===== config.mk =====
export PLATFORM = sky130hd
export DESIGN_NAME = tsm_ctrl
export DESIGN_NICKNAME = d
export VERILOG_FILES = /design/src/design/tsm_pkg.sv /design/src/design/tsm_ctrl.sv
export SDC_FILE = /design/constraint.sdc
export NUM_CORES = 1
export LEC_CHECK = 0
export BUFFER_PORTS_ARGS = -buffer_cell sky130_fd_sc_hd__buf_2
export CAP_MARGIN = 20
export CORE_AREA = 4 4 41 43
export CTS_CLUSTER_DIAMETER = 200
export DETAILED_ROUTE_END_ITERATION = 10
export DIE_AREA = 0 0 45 47
export PLACE_DENSITY = 0.5
export SETUP_SLACK_MARGIN = 0.4
export SLEW_MARGIN = 30
export SYNTH_ARGS = -nofsm -noshare
export SYNTH_HDL_FRONTEND = slang
export SYNTH_SLANG_ARGS = --single-unit
export TNS_END_PERCENT = 100

===== constraint.sdc =====
create_clock -name clk -period 4.1 [get_ports clk]
set_input_delay 0.41 -clock clk [delete_from_list [all_inputs] [get_ports clk]]
set_output_delay 0.41 -clock clk [all_outputs]
set_load 0.03 [all_outputs]

===== src/design/tsm_pkg.sv =====
// Shared types and constants for the topic subscription matcher.
package tsm_pkg;

	typedef enum logic [1:0] {
		KIND_CONNECT    = 2'd0,
		KIND_DISCONNECT = 2'd1,
		KIND_SUBSCRIBE  = 2'd2,
		KIND_PUBLISH    = 2'd3
	} kind_t;

	typedef enum logic [2:0] {
		ST_IDLE,
		ST_ACK_WAIT,
		ST_PUB_CMP,
		ST_PUB_EVAL,
		ST_PUB_OUT
	} state_t;

	localparam logic RES_ACK = 1'b0;
	localparam logic RES_PUB = 1'b1;

	localparam logic [7:0] WILDCARD_BYTE = 8'h23;

	localparam int MASK_W    = 16;
	localparam int COUNT_W   = 5;
	localparam int COUNT_MAX = 31;

	typedef struct packed {
		logic connect;
		logic disconnect;
		logic sub_byte;
		logic sub_last;
		logic pub_read;
		logic pub_cmp;
		logic pub_eval;
		logic load_ack;
		logic load_pub;
	} cmd_t;

	typedef struct packed {
		logic out_free;
	} status_t;

endpackage


===== src/design/tsm_ctrl.sv =====
// Controller state machine of the topic subscription matcher.
module tsm_ctrl (
	input  logic             clk,
	input  logic             arst_n,
	input  logic             in_valid,
	output logic             in_stall,
	input  logic [1:0]       kind,
	input  logic             last,
	input  tsm_pkg::status_t status,
	output tsm_pkg::cmd_t    cmd
);

	tsm_pkg::state_t state_q, state_d;
	logic            last_q;

	always_ff @(posedge clk or negedge arst_n) begin
		if (!arst_n) begin
			state_q <= tsm_pkg::ST_IDLE;
			last_q  <= 1'b0;
		end else begin
			state_q <= state_d;
			if (cmd.pub_read) begin
				last_q <= last;
			end
		end
	end

	always_comb begin
		state_d  = state_q;
		in_stall = 1'b1;
		cmd      = '0;
		case (state_q)
			tsm_pkg::ST_IDLE: begin
				in_stall = 1'b0;
				if (in_valid) begin
					case (tsm_pkg::kind_t'(kind))
						tsm_pkg::KIND_CONNECT:    cmd.connect = 1'b1;
						tsm_pkg::KIND_DISCONNECT: cmd.disconnect = 1'b1;
						tsm_pkg::KIND_SUBSCRIBE: begin
							cmd.sub_byte = 1'b1;
							cmd.sub_last = last;
							if (last) begin
								state_d = tsm_pkg::ST_ACK_WAIT;
							end
						end
						tsm_pkg::KIND_PUBLISH: begin
							cmd.pub_read = 1'b1;
							state_d      = tsm_pkg::ST_PUB_CMP;
						end
						default: ;
					endcase
				end
			end
			tsm_pkg::ST_ACK_WAIT: begin
				if (status.out_free) begin
					cmd.load_ack = 1'b1;
					state_d      = tsm_pkg::ST_IDLE;
				end
			end
			tsm_pkg::ST_PUB_CMP: begin
				cmd.pub_cmp = 1'b1;
				state_d     = last_q ? tsm_pkg::ST_PUB_EVAL : tsm_pkg::ST_IDLE;
			end
			tsm_pkg::ST_PUB_EVAL: begin
				cmd.pub_eval = 1'b1;
				state_d      = tsm_pkg::ST_PUB_OUT;
			end
			tsm_pkg::ST_PUB_OUT: begin
				if (status.out_free) begin
					cmd.load_pub = 1'b1;
					state_d      = tsm_pkg::ST_IDLE;
				end
			end
			default: state_d = tsm_pkg::ST_IDLE;
		endcase
	end

endmodule


==> summary.txt <==
Internal: 139 uW
multiplexer share of the synthesized area: 0.0511
Max-Cap Viols: 0
RSZ-0062 raised after global routing: false
worst slack, placed: 2440 ps
fill count: 150
largest family of logic cells by synthesized area: simple AND/OR/NAND/NOR gates
Post-Route Setup TNS: 0 ps
routed wire length: 698 um
Clk pwr share: 0.189
Reg2Reg Setup Slack: 2660 ps
Seq pwr share: 0.311
initial antenna violation count: 0
post-synthesis instance total: 29
HP Class: in2reg
CP Launch Type: flop
critical path's largest stage delay: 470 ps
I/O Pins: 17
Tcrit/Tclk final: 0.463
Adder-Cell Fraction of Synth Area: 0
outcome: complete, no violations
setup violators final: 0
Final #Nets: 56
min setup slack post-route: 2200 ps
NetSw: 117 uW
Setup crit end kind: output port
XOR/XNOR Fraction of Synth Area: 0
I/O Buffers: 16
Final min period: 1900 ps
die height: 47 um
Post-DP HPWL: 536 um
# diodes: 0
sequential fraction of the synthesis area: 0.340
Worst-path clk slew: 40 ps
Slew headroom: 0.810
LEAKAGE: 0.207 nW
placer congestion estimate: 0.666
vias per cell: 4.73
clk sinks: 4
post-synthesis compound-gate area fraction: 0.0894
Area Overhead vs Synth: 39.1%
htree depth: 1
# DRC: 0
Final Hold Fails: 0
grt ovf: 0
critical path cell sequence: nor4b_2, and4b_1, buf_2
Rows: 13
syn_nets: 36
Vias: 293
fmax: 527 MHz
post-CTS sizing: 0
critical path's slowest cell: dfrtp_1
WL/cell: 11.3 um
Iter 0 DRT Violations: 0
final-report max-slew violation count: 0
CTS buffer count: 3
unique cell type count in the Yosys netlist: 20
Initial Util: 0.226
CTS tree: done
Synth Warn #: 0
layout cell share with drive strength beyond 1: 0.511
first-pass GRT wire length: 1.12 mm
critical path fanouts, max: 10
Max rail drop VDD: 0.000169 V
Sw Share: 0.457
postcts setup bufs: 0
Setup Skew: 0.767 ps
CTS Hold Bufs: 1
Yosys reg bits: 4
fraction of the mapped netlist area in simple logic gates: 0.451
gr usage total: 0.0745
Clock Latency Late Sink: 230 ps
Routed Antenna Nets: 0
required time worst endpoint: 3690 ps
die area: 0.00212 mm^2
core area: 0.00130 mm^2
clk buf depth: 2
Gate power share: 0.500
PwrDens: 626 mW/mm^2
mean area per synthesized cell: 10.1 um^2
area of the mapped netlist: 294 um^2
number of global-route vias before repair: 308
Pre-antenna DRT Iters: 1
Finished Core Util: 0.314
kind of critical path: reg2out
Worst EP arrival: 1490 ps
die width: 45 um
Root Driver: clkbuf_4
actual slew at the worst max-slew pin: 285 ps
largest net degree at the start of global routing: 11
==> layout by cell type (no fill, tap or decap), drive strengths merged <==
cell,synthesis,final
mux2,1,1
and3,2,2
a21oi,1,1
nor3,2,2
nand2,1,1
clkbuf,0,3
dlygate4sd3,0,1
buf,2,16
or3,1,1
nor4b,2,2
and4b,2,2
dfrtp,4,4
nor2,1,1
a31oi,1,1
inv,1,1
nand3b,1,1
nor3b,5,5
o21bai,2,2
==> area by class of cell <==
class | instances | area, um^2 | share of cell area
clock buffer | 3 | 22.5 | 0.0550
inverter | 1 | 3.75 | 0.00917
multi-input combinational | 22 | 174 | 0.425
sequential | 4 | 100 | 0.245
tap | 15 | 18.8 | 0.0459
timing repair buffer | 17 | 90.1 | 0.220
==> power groups by stage <==
stage	Clock (mW)	Combinational (mW)	Sequential [mW]
2_1_floorplan	0	0.116	0.0653
3_3_place_gp	0	0.129	0.0817
3_5_place_dp	0	0.129	0.0811
4_1_cts	0.0508	0.130	0.0806
5_1_grt	0.0516	0.140	0.0843
6_report	0.0484	0.128	0.0795
==> per-layer routing <==
| layer | GRT usage | vias to the layer above | wire length [um] |
|---|---|---|---|
| li1 | - | 146 | - |
| met5 | 0 | - | 0 |
| met2 | 0.119 | 11 | 350 |
| met1 | 0.0851 | 134 | 301 |
| met3 | 0 | 2 | 31 |
| met4 | 0.0877 | 0 | 15 |
==> worst paths after layout <==
kind,start,end,cells after the start
setup / recovery,state_q[1],cmd[5],3
hold / removal,status,state_q[2],2
setup reg to reg,state_q[1],last_q,3
hold reg to reg,last_q,last_q,1
max in group asynchronous,arst_n,state_q[0],2
min in group asynchronous,arst_n,state_q[1],2
==> Yosys cell counts (all sizes together) <==
library cell	number	share of area
nor3b	5	0.13
dfrtp	4	0.34
and3	2	0.060
and4b	2	0.072
buf	2	0.055
nor3	2	0.034
nor4b	2	0.081
o21bai	2	0.051
a21oi	1	0.017
a31oi	1	0.021
inv	1	0.013
mux2	1	0.051
nand2	1	0.013
nand3b	1	0.026
nor2	1	0.013
or3	1	0.026
==> metrics by stage <==
step | hold WS (ps) | instances | power (mW) | cell area, um^2
finish | 392 | 62 | 0.256 | 409
global route | 406 | 62 | 0.276 | 409
CTS | 386 | 62 | 0.261 | 409
detailed placement | 218 | 58 | 0.210 | 377
global placement | 217 | 58 | 0.211 | 377
floorplan | 114 | 29 | 0.181 | 294
==> cell families (layout without fill, tap and decap cells) <==
group                  after synthesis  after routing
AND/OR/NAND/NOR                     17             17
AO/OA/AOI/OAI                        4              4
flip-flops                           4              4
buffers and inverters                3             21
multiplexers                         1              1
==> critical path: cells and delay by family, from the launching register on <==
family        cells  cell delay, ps
simple gates      2             590
flops             1             470
buf+inv           1             200
==> state kept, by name, summed over array words and instances (netlist names) <==
register  flops
last_q        1
state_q       3
(Power assumes the default switching activity.)
